`src/rtl/assert_macros.svh`:
```
// ----------------------------------------------------------------------------
// Assertion macros
// Shared concurrent assertion forms, clocked on clk with rst_n as disable.
// ----------------------------------------------------------------------------
`ifndef ASSERT_MACROS_SVH
`define ASSERT_MACROS_SVH

// same-cycle implication
`define ASSERT_SAME(label, ante, cons) \
    label: assert property (@(posedge clk) disable iff (!rst_n) (ante) |-> (cons)) \
        else $error("assertion failed");

// next-cycle implication
`define ASSERT_NEXT(label, ante, cons) \
    label: assert property (@(posedge clk) disable iff (!rst_n) (ante) |=> (cons)) \
        else $error("assertion failed");

`endif

```
`src/rtl/upqd_pkg.sv`:
```
// ----------------------------------------------------------------------------
// upqd_pkg
// Types, character codes and hex helpers for the path/query percent decoder.
// ----------------------------------------------------------------------------
`timescale 1ns / 1ps

package upqd_pkg;

    localparam int MaxResults = 4;
    localparam int IdxW       = $clog2(MaxResults);
    localparam int CntW       = $clog2(MaxResults + 1);

    localparam logic [7:0] CharPct   = 8'h25;
    localparam logic [7:0] CharQmark = 8'h3F;
    localparam logic [7:0] CharEq    = 8'h3D;
    localparam logic [7:0] CharAmp   = 8'h26;
    localparam logic [7:0] Char0     = 8'h30;
    localparam logic [7:0] Char9     = 8'h39;
    localparam logic [7:0] CharUA    = 8'h41;
    localparam logic [7:0] CharUF    = 8'h46;
    localparam logic [7:0] CharLA    = 8'h61;
    localparam logic [7:0] CharLF    = 8'h66;
    localparam logic [7:0] HexTen    = 8'd10;

    // token kind, also used as section code
    localparam logic [1:0] KIND_PATH  = 2'd0;
    localparam logic [1:0] KIND_KEY   = 2'd1;
    localparam logic [1:0] KIND_VALUE = 2'd2;

    localparam logic [1:0] HELD_NONE  = 2'd0;
    localparam logic [1:0] HELD_PCT   = 2'd1;
    localparam logic [1:0] HELD_DIGIT = 2'd2;

    typedef struct packed {
        logic [1:0] kind;
        logic [7:0] data;
        logic       valid;
        logic       tend;
    } res_t;

    typedef struct packed {
        res_t [MaxResults-1:0] ent;
        logic [CntW-1:0]       n;
    } res_list_t;

    typedef struct packed {
        logic [1:0] section;
        logic [1:0] held_count;
        logic [7:0] held_digit;
        logic       has_content;
    } dec_state_t;

    function automatic logic is_hex(logic [7:0] c);
        return (c >= Char0 && c <= Char9) || (c >= CharUA && c <= CharUF) ||
               (c >= CharLA && c <= CharLF);
    endfunction

    function automatic logic [3:0] hex_value(logic [7:0] c);
        logic [7:0] v;
        v = 8'd0;
        if (c >= Char0 && c <= Char9)
        begin
            v = c - Char0;
        end
        else if (c >= CharUA && c <= CharUF)
        begin
            v = c - CharUA + HexTen;
        end
        else if (c >= CharLA && c <= CharLF)
        begin
            v = c - CharLA + HexTen;
        end
        return v[3:0];
    endfunction

endpackage

```
`src/rtl/upqd_if.sv`:
```
// ----------------------------------------------------------------------------
// upqd_if
// Valid/ready channels: raw path bytes in, tagged decoded words out.
// ----------------------------------------------------------------------------
`timescale 1ns / 1ps

interface upqd_in_if;
    logic       valid;
    logic       ready;
    logic [7:0] in_byte;
    logic       in_last;

    modport source (output valid, in_byte, in_last, input ready);
    modport sink   (input valid, in_byte, in_last, output ready);
endinterface

interface upqd_out_if;
    logic       valid;
    logic       ready;
    logic [1:0] token_kind;
    logic [7:0] data_byte;
    logic       byte_valid;
    logic       token_end;
    logic       run_last;

    modport source (output valid, token_kind, data_byte, byte_valid, token_end, run_last,
                    input ready);
    modport sink   (input valid, token_kind, data_byte, byte_valid, token_end, run_last,
                    output ready);
endinterface

```
`src/rtl/url_path_query_percent_decoder.sv`:
```
// ----------------------------------------------------------------------------
// url_path_query_percent_decoder
// Splits a request path into path, query keys and values, percent-decodes
// each token and tags every output word with its token kind.
// ----------------------------------------------------------------------------
// Channel   Dir   Payload
// raw       in    in_byte[7:0], in_last
// token     out   token_kind[1:0], data_byte[7:0], byte_valid, token_end, run_last
//
// One input word per cycle while the receiver is ready and each byte yields at
// most one output word. A byte that yields N words (up to 4, at flushes and token
// ends) holds the output buffer until its last word is sent; the input register
// takes a byte meanwhile. A raw byte passes the input register, then the result buffer.
// Reset returns to the path section with nothing held; no reset sweep.
// ----------------------------------------------------------------------------
`timescale 1ns / 1ps
`include "assert_macros.svh"

module url_path_query_percent_decoder (
    input  logic      clk,
    input  logic      rst_n,
    upqd_in_if.sink   raw,
    upqd_out_if.source token
);

    logic                 in_full_reg;
    logic [7:0]           in_byte_reg;
    logic                 in_last_reg;
    upqd_pkg::dec_state_t st_reg;
    upqd_pkg::dec_state_t st_next;
    upqd_pkg::res_list_t  step_lst;
    logic                 can_load;
    logic                 consume;

    assign consume   = in_full_reg && can_load;
    assign raw.ready = !in_full_reg || consume;

    always_ff @(posedge clk or negedge rst_n)
    begin
        if (!rst_n)
        begin
            in_full_reg        <= 1'b0;
            st_reg.section     <= upqd_pkg::KIND_PATH;
            st_reg.held_count  <= upqd_pkg::HELD_NONE;
            st_reg.held_digit  <= 8'd0;
            st_reg.has_content <= 1'b0;
        end
        else
        begin
            if (raw.valid && raw.ready)
            begin
                in_full_reg <= 1'b1;
            end
            else if (consume)
            begin
                in_full_reg <= 1'b0;
            end
            if (consume)
            begin
                st_reg <= st_next;
            end
        end
    end

    always_ff @(posedge clk)
    begin
        if (raw.valid && raw.ready)
        begin
            in_byte_reg <= raw.in_byte;
            in_last_reg <= raw.in_last;
        end
    end

    upqd_step u_step (
        .cur     (st_reg),
        .in_byte (in_byte_reg),
        .in_last (in_last_reg),
        .nxt     (st_next),
        .lst     (step_lst)
    );

    upqd_emit u_emit (
        .clk      (clk),
        .rst_n    (rst_n),
        .load     (consume),
        .lst      (step_lst),
        .can_load (can_load),
        .token    (token)
    );

    `ASSERT_NEXT(a_last_clears_state, consume && in_last_reg,
                 st_reg.section == upqd_pkg::KIND_PATH &&
                 st_reg.held_count == upqd_pkg::HELD_NONE && !st_reg.has_content)
    `ASSERT_NEXT(a_stalled_input_holds, in_full_reg && !consume,
                 in_full_reg && $stable(in_byte_reg) && $stable(in_last_reg))
    `ASSERT_SAME(a_digit_cleared, st_reg.held_count != upqd_pkg::HELD_DIGIT,
                 st_reg.held_digit == 8'd0)

endmodule

```
`src/rtl/upqd_step.sv`:
```
// ----------------------------------------------------------------------------
// upqd_step
// One byte step: splits sections, percent-decodes, builds the result list.
// ----------------------------------------------------------------------------
`timescale 1ns / 1ps

module upqd_step (
    input  upqd_pkg::dec_state_t cur,
    input  logic [7:0]           in_byte,
    input  logic                 in_last,
    output upqd_pkg::dec_state_t nxt,
    output upqd_pkg::res_list_t  lst
);

    typedef struct packed {
        upqd_pkg::res_list_t lst;
        logic [1:0]          hc;
        logic [7:0]          hd;
    } work_t;

    function automatic work_t push_res(work_t w, logic [1:0] kind, logic [7:0] data,
                                       logic valid, logic tend);
        work_t r;
        r = w;
        if (r.lst.n < upqd_pkg::CntW'(upqd_pkg::MaxResults))
        begin
            r.lst.ent[r.lst.n[upqd_pkg::IdxW-1:0]].kind  = kind;
            r.lst.ent[r.lst.n[upqd_pkg::IdxW-1:0]].data  = data;
            r.lst.ent[r.lst.n[upqd_pkg::IdxW-1:0]].valid = valid;
            r.lst.ent[r.lst.n[upqd_pkg::IdxW-1:0]].tend  = tend;
            r.lst.n = r.lst.n + upqd_pkg::CntW'(1);
        end
        return r;
    endfunction

    function automatic work_t plain(work_t w, logic [1:0] kind, logic [7:0] b);
        work_t r;
        r = w;
        if (b == upqd_pkg::CharPct)
        begin
            r.hc = upqd_pkg::HELD_PCT;
        end
        else
        begin
            r = push_res(r, kind, b, 1'b1, 1'b0);
        end
        return r;
    endfunction

    function automatic work_t decode(work_t w, logic [1:0] kind, logic [7:0] b);
        work_t r;
        r = w;
        if (r.hc == upqd_pkg::HELD_NONE)
        begin
            r = plain(r, kind, b);
        end
        else if (r.hc == upqd_pkg::HELD_PCT)
        begin
            if (upqd_pkg::is_hex(b))
            begin
                r.hd = b;
                r.hc = upqd_pkg::HELD_DIGIT;
            end
            else
            begin
                r = push_res(r, kind, upqd_pkg::CharPct, 1'b1, 1'b0);
                r.hc = upqd_pkg::HELD_NONE;
                r = plain(r, kind, b);
            end
        end
        else
        begin
            if (upqd_pkg::is_hex(b))
            begin
                r = push_res(r, kind, {upqd_pkg::hex_value(r.hd), upqd_pkg::hex_value(b)},
                             1'b1, 1'b0);
                r.hc = upqd_pkg::HELD_NONE;
            end
            else
            begin
                r = push_res(r, kind, upqd_pkg::CharPct, 1'b1, 1'b0);
                r = push_res(r, kind, r.hd, 1'b1, 1'b0);
                r.hc = upqd_pkg::HELD_NONE;
                r = plain(r, kind, b);
            end
            r.hd = 8'd0;
        end
        return r;
    endfunction

    function automatic work_t flush(work_t w, logic [1:0] kind);
        work_t r;
        r = w;
        if (r.hc >= upqd_pkg::HELD_PCT)
        begin
            r = push_res(r, kind, upqd_pkg::CharPct, 1'b1, 1'b0);
        end
        if (r.hc >= upqd_pkg::HELD_DIGIT)
        begin
            r = push_res(r, kind, r.hd, 1'b1, 1'b0);
        end
        r.hc = upqd_pkg::HELD_NONE;
        r.hd = 8'd0;
        return r;
    endfunction

    // mark the previous word as token end, else add a bare end marker
    function automatic work_t end_token(work_t w, logic [1:0] kind);
        work_t                     r;
        logic [upqd_pkg::IdxW-1:0] k;
        r = w;
        k = upqd_pkg::IdxW'(r.lst.n - upqd_pkg::CntW'(1));
        if (r.lst.n != '0 && r.lst.ent[k].valid && r.lst.ent[k].kind == kind &&
            !r.lst.ent[k].tend)
        begin
            r.lst.ent[k].tend = 1'b1;
        end
        else
        begin
            r = push_res(r, kind, 8'd0, 1'b0, 1'b1);
        end
        return r;
    endfunction

    work_t      w;
    logic [1:0] sec;
    logic       ehc;

    always_comb
    begin
        w     = '0;
        w.hc  = cur.held_count;
        w.hd  = cur.held_digit;
        sec   = cur.section;
        ehc   = cur.has_content;

        if (sec == upqd_pkg::KIND_KEY)
        begin
            if (in_byte == upqd_pkg::CharAmp)
            begin
                if (ehc)
                begin
                    w = flush(w, upqd_pkg::KIND_KEY);
                    w = end_token(w, upqd_pkg::KIND_KEY);
                    w = end_token(w, upqd_pkg::KIND_VALUE);
                end
                ehc = 1'b0;
            end
            else if (in_byte == upqd_pkg::CharEq)
            begin
                w   = flush(w, upqd_pkg::KIND_KEY);
                w   = end_token(w, upqd_pkg::KIND_KEY);
                sec = upqd_pkg::KIND_VALUE;
                ehc = 1'b1;
            end
            else
            begin
                ehc = 1'b1;
                w   = decode(w, upqd_pkg::KIND_KEY, in_byte);
            end
        end
        else if (sec == upqd_pkg::KIND_VALUE)
        begin
            if (in_byte == upqd_pkg::CharAmp)
            begin
                w   = flush(w, upqd_pkg::KIND_VALUE);
                w   = end_token(w, upqd_pkg::KIND_VALUE);
                sec = upqd_pkg::KIND_KEY;
                ehc = 1'b0;
            end
            else
            begin
                w = decode(w, upqd_pkg::KIND_VALUE, in_byte);
            end
        end
        else
        begin
            if (in_byte == upqd_pkg::CharQmark)
            begin
                w   = flush(w, upqd_pkg::KIND_PATH);
                w   = end_token(w, upqd_pkg::KIND_PATH);
                sec = upqd_pkg::KIND_KEY;
                ehc = 1'b0;
            end
            else
            begin
                w = decode(w, upqd_pkg::KIND_PATH, in_byte);
            end
        end

        if (in_last)
        begin
            if (sec == upqd_pkg::KIND_KEY)
            begin
                if (ehc)
                begin
                    w = flush(w, upqd_pkg::KIND_KEY);
                    w = end_token(w, upqd_pkg::KIND_KEY);
                    w = end_token(w, upqd_pkg::KIND_VALUE);
                end
            end
            else if (sec == upqd_pkg::KIND_VALUE)
            begin
                w = flush(w, upqd_pkg::KIND_VALUE);
                w = end_token(w, upqd_pkg::KIND_VALUE);
            end
            else
            begin
                w = flush(w, upqd_pkg::KIND_PATH);
                w = end_token(w, upqd_pkg::KIND_PATH);
            end
            sec  = upqd_pkg::KIND_PATH;
            ehc  = 1'b0;
            w.hc = upqd_pkg::HELD_NONE;
            w.hd = 8'd0;
        end

        lst             = w.lst;
        nxt.section     = sec;
        nxt.held_count  = w.hc;
        nxt.held_digit  = w.hd;
        nxt.has_content = ehc;
    end

endmodule

```
`src/rtl/upqd_emit.sv`:
```
// ----------------------------------------------------------------------------
// upqd_emit
// Result buffer: holds one step's words and sends them one per cycle while the receiver is ready.
// ----------------------------------------------------------------------------
`timescale 1ns / 1ps

module upqd_emit (
    input  logic                clk,
    input  logic                rst_n,
    input  logic                load,
    input  upqd_pkg::res_list_t lst,
    output logic                can_load,
    upqd_out_if.source          token
);

    upqd_pkg::res_t [upqd_pkg::MaxResults-1:0] ent_reg;
    logic [upqd_pkg::CntW-1:0]                 n_reg;
    logic [upqd_pkg::IdxW-1:0]                 idx_reg;
    logic [upqd_pkg::IdxW-1:0]                 last_idx;
    logic                                      fire;
    logic                                      done;

    assign last_idx = upqd_pkg::IdxW'(n_reg - upqd_pkg::CntW'(1));
    assign fire     = token.valid && token.ready;
    assign done     = fire && (idx_reg == last_idx);
    assign can_load = (n_reg == '0) || done;

    always_ff @(posedge clk or negedge rst_n)
    begin
        if (!rst_n)
        begin
            n_reg   <= '0;
            idx_reg <= '0;
        end
        else if (load)
        begin
            n_reg   <= lst.n;
            idx_reg <= '0;
        end
        else if (done)
        begin
            n_reg   <= '0;
            idx_reg <= '0;
        end
        else if (fire)
        begin
            idx_reg <= idx_reg + upqd_pkg::IdxW'(1);
        end
    end

    always_ff @(posedge clk)
    begin
        if (load)
        begin
            ent_reg <= lst.ent;
        end
    end

    assign token.valid      = (n_reg != '0);
    assign token.token_kind = ent_reg[idx_reg].kind;
    assign token.data_byte  = ent_reg[idx_reg].data;
    assign token.byte_valid = ent_reg[idx_reg].valid;
    assign token.token_end  = ent_reg[idx_reg].tend;
    assign token.run_last   = (idx_reg == last_idx);

endmodule

```
`src/flat_wrapper.sv`:
```
// flat-port wrapper written by rule: the top's interface ports become plain ports
module url_path_query_percent_decoder_flat 
  (clk, rst_n, raw_valid, raw_in_byte, raw_in_last, raw_ready, token_valid, token_token_kind, token_data_byte, token_byte_valid, token_token_end, token_run_last, token_ready);
  upqd_in_if raw_i ();
  upqd_out_if token_i ();
  input  logic clk;
  input  logic rst_n;
  input wire logic [$bits(raw_i.valid)-1:0] raw_valid;
  input wire logic [$bits(raw_i.in_byte)-1:0] raw_in_byte;
  input wire logic [$bits(raw_i.in_last)-1:0] raw_in_last;
  output wire logic [$bits(raw_i.ready)-1:0] raw_ready;
  output wire logic [$bits(token_i.valid)-1:0] token_valid;
  output wire logic [$bits(token_i.token_kind)-1:0] token_token_kind;
  output wire logic [$bits(token_i.data_byte)-1:0] token_data_byte;
  output wire logic [$bits(token_i.byte_valid)-1:0] token_byte_valid;
  output wire logic [$bits(token_i.token_end)-1:0] token_token_end;
  output wire logic [$bits(token_i.run_last)-1:0] token_run_last;
  input wire logic [$bits(token_i.ready)-1:0] token_ready;
  assign raw_i.valid = raw_valid;
  assign raw_i.in_byte = raw_in_byte;
  assign raw_i.in_last = raw_in_last;
  assign raw_ready = raw_i.ready;
  assign token_valid = token_i.valid;
  assign token_token_kind = token_i.token_kind;
  assign token_data_byte = token_i.data_byte;
  assign token_byte_valid = token_i.byte_valid;
  assign token_token_end = token_i.token_end;
  assign token_run_last = token_i.run_last;
  assign token_i.ready = token_ready;
  url_path_query_percent_decoder u_core (.clk(clk), .rst_n(rst_n), .raw(raw_i), .token(token_i));
endmodule
```
`config.mk`:
```
export PLATFORM = sky130hd
export DESIGN_NAME = url_path_query_percent_decoder_flat
export DESIGN_NICKNAME = d
export VERILOG_FILES = /design/src/rtl/upqd_pkg.sv /design/src/rtl/upqd_if.sv /design/src/rtl/url_path_query_percent_decoder.sv /design/src/rtl/upqd_step.sv /design/src/rtl/upqd_emit.sv /design/src/flat_wrapper.sv
export VERILOG_INCLUDE_DIRS = /design/src /design/src/rtl
export SDC_FILE = /design/constraint.sdc
export NUM_CORES = 1
export LEC_CHECK = 0
export BUFFER_PORTS_ARGS = -buffer_cell sky130_fd_sc_hd__buf_4
export CORE_MARGIN = 10
export CORE_UTILIZATION = 43
export CTS_BUF_LIST = sky130_fd_sc_hd__clkbuf_16
export CTS_CLUSTER_SIZE = 25
export DETAILED_ROUTE_END_ITERATION = 6
export HOLD_SLACK_MARGIN = 0.06
export PLACE_DENSITY = 0.7
export SYNTH_ARGS = -nofsm -noshare
export SYNTH_HDL_FRONTEND = slang
export SYNTH_SLANG_ARGS = --single-unit
```
`constraint.sdc`:
```
create_clock -name clk -period 9.8 [get_ports clk]
set_clock_uncertainty 0.05 [all_clocks]
set_input_delay 1.47 -clock clk [delete_from_list [all_inputs] [get_ports clk]]
set_output_delay 1.47 -clock clk [all_outputs]
set_load 0.05 [all_outputs]
```
==> flow_summary_export.csv <==
group,metric,value,unit
critical_path,library_cell_appearing_most_often_on_the_critical_path,"sky130_fd_sc_hd__ha_1",
route,met2_wirelength,9.75,mm
synthesis,synth_area_leader_cell,"sky130_fd_sc_hd__edfxtp_1",
die,floorplan.initialDensity,0.439,
clocking,clock_tree_from_tritoncts,"yes",
critical_path,critical_path.slowest_cell,"sky130_fd_sc_hd__o31ai_1",
clocking,clock_insertion_delay_worst_skew,0.35,ns
cells_and_area,area_growth_from_synthesis_to_layout,8.94,%
timing,pins_over_slew_limit,0,
cells_and_area,max_reg_flops,48,
synthesis,syn-instance-count,790,
route,drt_wl_total,23.0,mm
cells_and_area,post-route-cell-area,7270,sq um
die,height_of_the_chip,145,um
placement,detailed_place_hpwl,17.1,mm
power_and_ir_drop,vdd.ir_drop.worst,0.000228,V
critical_path,critical_path.max_stage_delay,0.65,ns
synthesis,yosys.area.top_type_share,0.256,
synthesis,synth_flop_cell,"sky130_fd_sc_hd__edfxtp_1",
route,detailroute.via_count,6674,
cells_and_area,multiInputGateArea,4170,sq um
die,die_x,145,um
critical_path,r2r_end,"u_core.u_emit.ent_reg[24]",
synthesis,yosysUniqueCellTypes,88,
job,drv.max_cap_violation_count,0,
hold_path,hold_path_end,"u_core.u_emit.n_reg[2]",
global_routing,number_of_global_route_vias_before_repair,6067,
critical_path,startpoint_type,"flop",
placement,place_ws,0.930,ns
power_and_ir_drop,cell_internal_pwr,1.03,mW
route,avgViaCountPerCell,6.81,
power_and_ir_drop,power.total,1.93,mW
power_and_ir_drop,switching_power,906,uW
die,num_rows,45,
clocking,post_cts_buffers,0,
hold_path,hp-start,"u_core.u_emit.n_reg[2]",
clocking,h-tree-depth,3,
synthesis,synth_warnings,0,
critical_path,timing.critical_path.max_delay_family,"compound AO/OA/AOI/OAI gates",
synthesis,ys_ff_latch,76,
timing,fmax,110,MHz
critical_path,end_kind,"flop",
hold_path,hold-path-cell-count,2,
route,dr_wl_met3,2.98,mm
route,postRouteAntennaNets,0,
power_and_ir_drop,seq_power_share,0.334,
critical_path,arrival_time_at_the_worst_endpoint,9.15,ns
synthesis,async_flop_share,0.250,
placement,place_congestion,1.01,
route,first_pass_iters,6,
cells_and_area,layout.area.seq,2190,sq um
timing,tightest_slew,1.06,ns
route,wl_met1,9.61,mm
die,floorplan.io_pins,28,
global_routing,grt_pass1_wl,36.1,mm
power_and_ir_drop,power.density,266,nW/um^2
cells_and_area,finalNetCount,828,
synthesis,ys_top_cells_by_area,"sky130_fd_sc_hd__edfxtp_1 (26%), sky130_fd_sc_hd__dfrtp_1 (7.1%), sky130_fd_sc_hd__nand2_1 (5.6%), sky130_fd_sc_hd__ha_1 (5.2%), sky130_fd_sc_hd__a21oi_1 (5.1%)",
critical_path,worst_ep_required_time,9.85,ns
timing,slew-limit-headroom,0.288,
clocking,cts_hold_buf,0,
power_and_ir_drop,comb_power_share,0.490,
synthesis,post_synth.cell_area_avg,8.45,sq um
synthesis,synth_enable_flop_cells,57,
route,drc,0,
placement,io_buffers,27,
run_status,outcome,"finished clean",
global_routing,grt_max_degree,62,
route,route.top_layer_used,"met4",
synthesis,postSynthNetCount,831,
timing,worst_slack,0.702,ns
die,core_area,15200,sq um
hold_path,hp-class,"reg2reg",
critical_path,r2r_slack,0.70,ns
clocking,numCtsBuffers,9,
cells_and_area,n_antenna_cell,0,
timing,final_period_minus_worst_setup_slack,9.10,ns
timing,hold_ws,0.453,ns
power_and_ir_drop,power.switching_fraction,0.469,
critical_path,criticalPathCategory,"reg2reg",
clocking,clock_path_buffers,2,
critical_path,reg2reg_path_depth,27,
synthesis,yosysSeqAreaShare,0.328,
clocking,clock_sink_count,76,
timing,hold_viol,0,
global_routing,remaining_global_route_overflow,0,
cells_and_area,drive_gt1_frac,0.125,
timing,setup_repair_after_global_routing_missed_its_margin,"false",
clocking,post_cts_resize_count,0,
clocking,worst_setup_hold_path_clk_slew,0.06,ns
critical_path,timing.rr.start,"u_core.in_byte_reg[1]",
synthesis,syn_area,6680,sq um
cells_and_area,n_fill_cell,1490,
critical_path,critical_path_buf_inv_count,3,
timing,count_of_final_setup_violators,0,
clocking,cts_root_buf,"sky130_fd_sc_hd__clkbuf_16",
route,drt_initial_violations,1041,
global_routing,global_route.usage.total,0.223,
timing,finalSetupTns,0,ns
critical_path,worstPathMaxFanout,15,
die,die_area,20900,sq um
power_and_ir_drop,total_leakage_power,2.72,nW
global_routing,grt_antenna_before_repair,0,
timing,period_share,0.928,
placement,dpl-instance-area,6980,sq um
power_and_ir_drop,power.clock.fraction,0.176,
route,wl_per_cell,23.4,um
## placed cells by master, fill, tap and decap left out, types with 19 or more instances in the layout
cell type	count
sky130_fd_sc_hd__nand2_1	99
sky130_fd_sc_hd__a21oi_1	68
sky130_fd_sc_hd__nor2_1	64
sky130_fd_sc_hd__edfxtp_1	57
sky130_fd_sc_hd__o21ai_0	52
sky130_fd_sc_hd__buf_4	38
sky130_fd_sc_hd__ha_1	28
sky130_fd_sc_hd__o22ai_1	27
sky130_fd_sc_hd__nand3_1	24
sky130_fd_sc_hd__inv_1	23
sky130_fd_sc_hd__dfrtp_1	19
## final cells by class
type | count | share of cell area
Sequential cell | 76 | 0.301
Multi-Input combinational cell | 636 | 0.573
Clock buffer | 9 | 0.0310
Timing Repair Buffer | 38 | 0.0392
Tap cell | 188 | 0.0323
Inverter | 26 | 0.0138
Clock inverter | 7 | 0.0101
## worst max path at each step
stage	start	cells past startpoint	slack, ns	end
floorplan	u_core.in_byte_reg[1]	29	2.10	u_core.u_emit.ent_reg[24]
global placement	u_core.in_byte_reg[1]	27	1.23	u_core.u_emit.ent_reg[24]
detailed placement	u_core.in_byte_reg[1]	27	0.93	u_core.u_emit.ent_reg[24]
CTS	u_core.in_byte_reg[1]	27	0.90	u_core.u_emit.ent_reg[24]
global route	u_core.in_byte_reg[1]	27	0.17	u_core.u_emit.ent_reg[24]
finish	u_core.in_byte_reg[1]	27	0.70	u_core.u_emit.ent_reg[24]
## power groups by stage
stage | clock network, mW | logic (mW) | registers, mW
floorplan | 0 | 0.719 | 0.584
global placement | 0 | 0.934 | 0.642
detailed placement | 0 | 0.933 | 0.650
CTS | 0.347 | 0.936 | 0.644
global route | 0.357 | 1.01 | 0.665
finish | 0.340 | 0.947 | 0.645
## metrics by stage
| step | utilization | instances |
|---|---|---|
| 2_1_floorplan | - | 790 |
| 3_3_place_gp | 0.459 | 964 |
| 3_5_place_dp | 0.459 | 964 |
| 4_1_cts | 0.479 | 980 |
| 5_1_grt | 0.479 | 980 |
| 6_report | 0.479 | 980 |
## tightest hold or removal path, stage by stage (launching register included)
cell	delay (ns)
sky130_fd_sc_hd__dfrtp_1	0.35
sky130_fd_sc_hd__nand2_1	0.06
sky130_fd_sc_hd__o41ai_1	0.06
## synth_stat cells (7+ instances only)
cell,number
sky130_fd_sc_hd__dfrtp_1,19
sky130_fd_sc_hd__nor3_1,10
sky130_fd_sc_hd__o21ai_0,52
sky130_fd_sc_hd__edfxtp_1,57
sky130_fd_sc_hd__and2_1,12
sky130_fd_sc_hd__nand4_1,9
sky130_fd_sc_hd__clkbuf_1,44
sky130_fd_sc_hd__inv_1,24
sky130_fd_sc_hd__or2_2,9
sky130_fd_sc_hd__mux4_2,12
sky130_fd_sc_hd__a211oi_1,9
sky130_fd_sc_hd__a21o_1,7
sky130_fd_sc_hd__o22ai_1,27
sky130_fd_sc_hd__o211ai_1,8
sky130_fd_sc_hd__nand2b_1,10
sky130_fd_sc_hd__a22oi_1,16
sky130_fd_sc_hd__a31oi_1,14
sky130_fd_sc_hd__nand2_1,99
sky130_fd_sc_hd__and3_1,9
sky130_fd_sc_hd__a21oi_1,68
sky130_fd_sc_hd__o31ai_1,9
sky130_fd_sc_hd__o21ai_1,10
sky130_fd_sc_hd__nor2_1,64
sky130_fd_sc_hd__ha_1,28
sky130_fd_sc_hd__nand3_1,24
sky130_fd_sc_hd__a32oi_1,10
## cell families after synthesis
family | Yosys count | synth area share
adder cells (fa/ha/maj) | 28 | 0.0525
AND/OR/NAND/NOR | 284 | 0.212
AO/OA/AOI/OAI | 294 | 0.293
other | 1 | 0.000562
buffers and inverters | 78 | 0.0483
XOR/XNOR | 7 | 0.00918
multiplexers | 22 | 0.0562
flip-flops | 76 | 0.328
## routing by layer
metal / track usage / vias up
li1: - / 3023
met1: 0.318 / 3146
met2: 0.317 / 451
met3: 0.0610 / 54
met4: 0.0739 / 0
met5: 0 / -
Power figures use the tool's default switching activity.
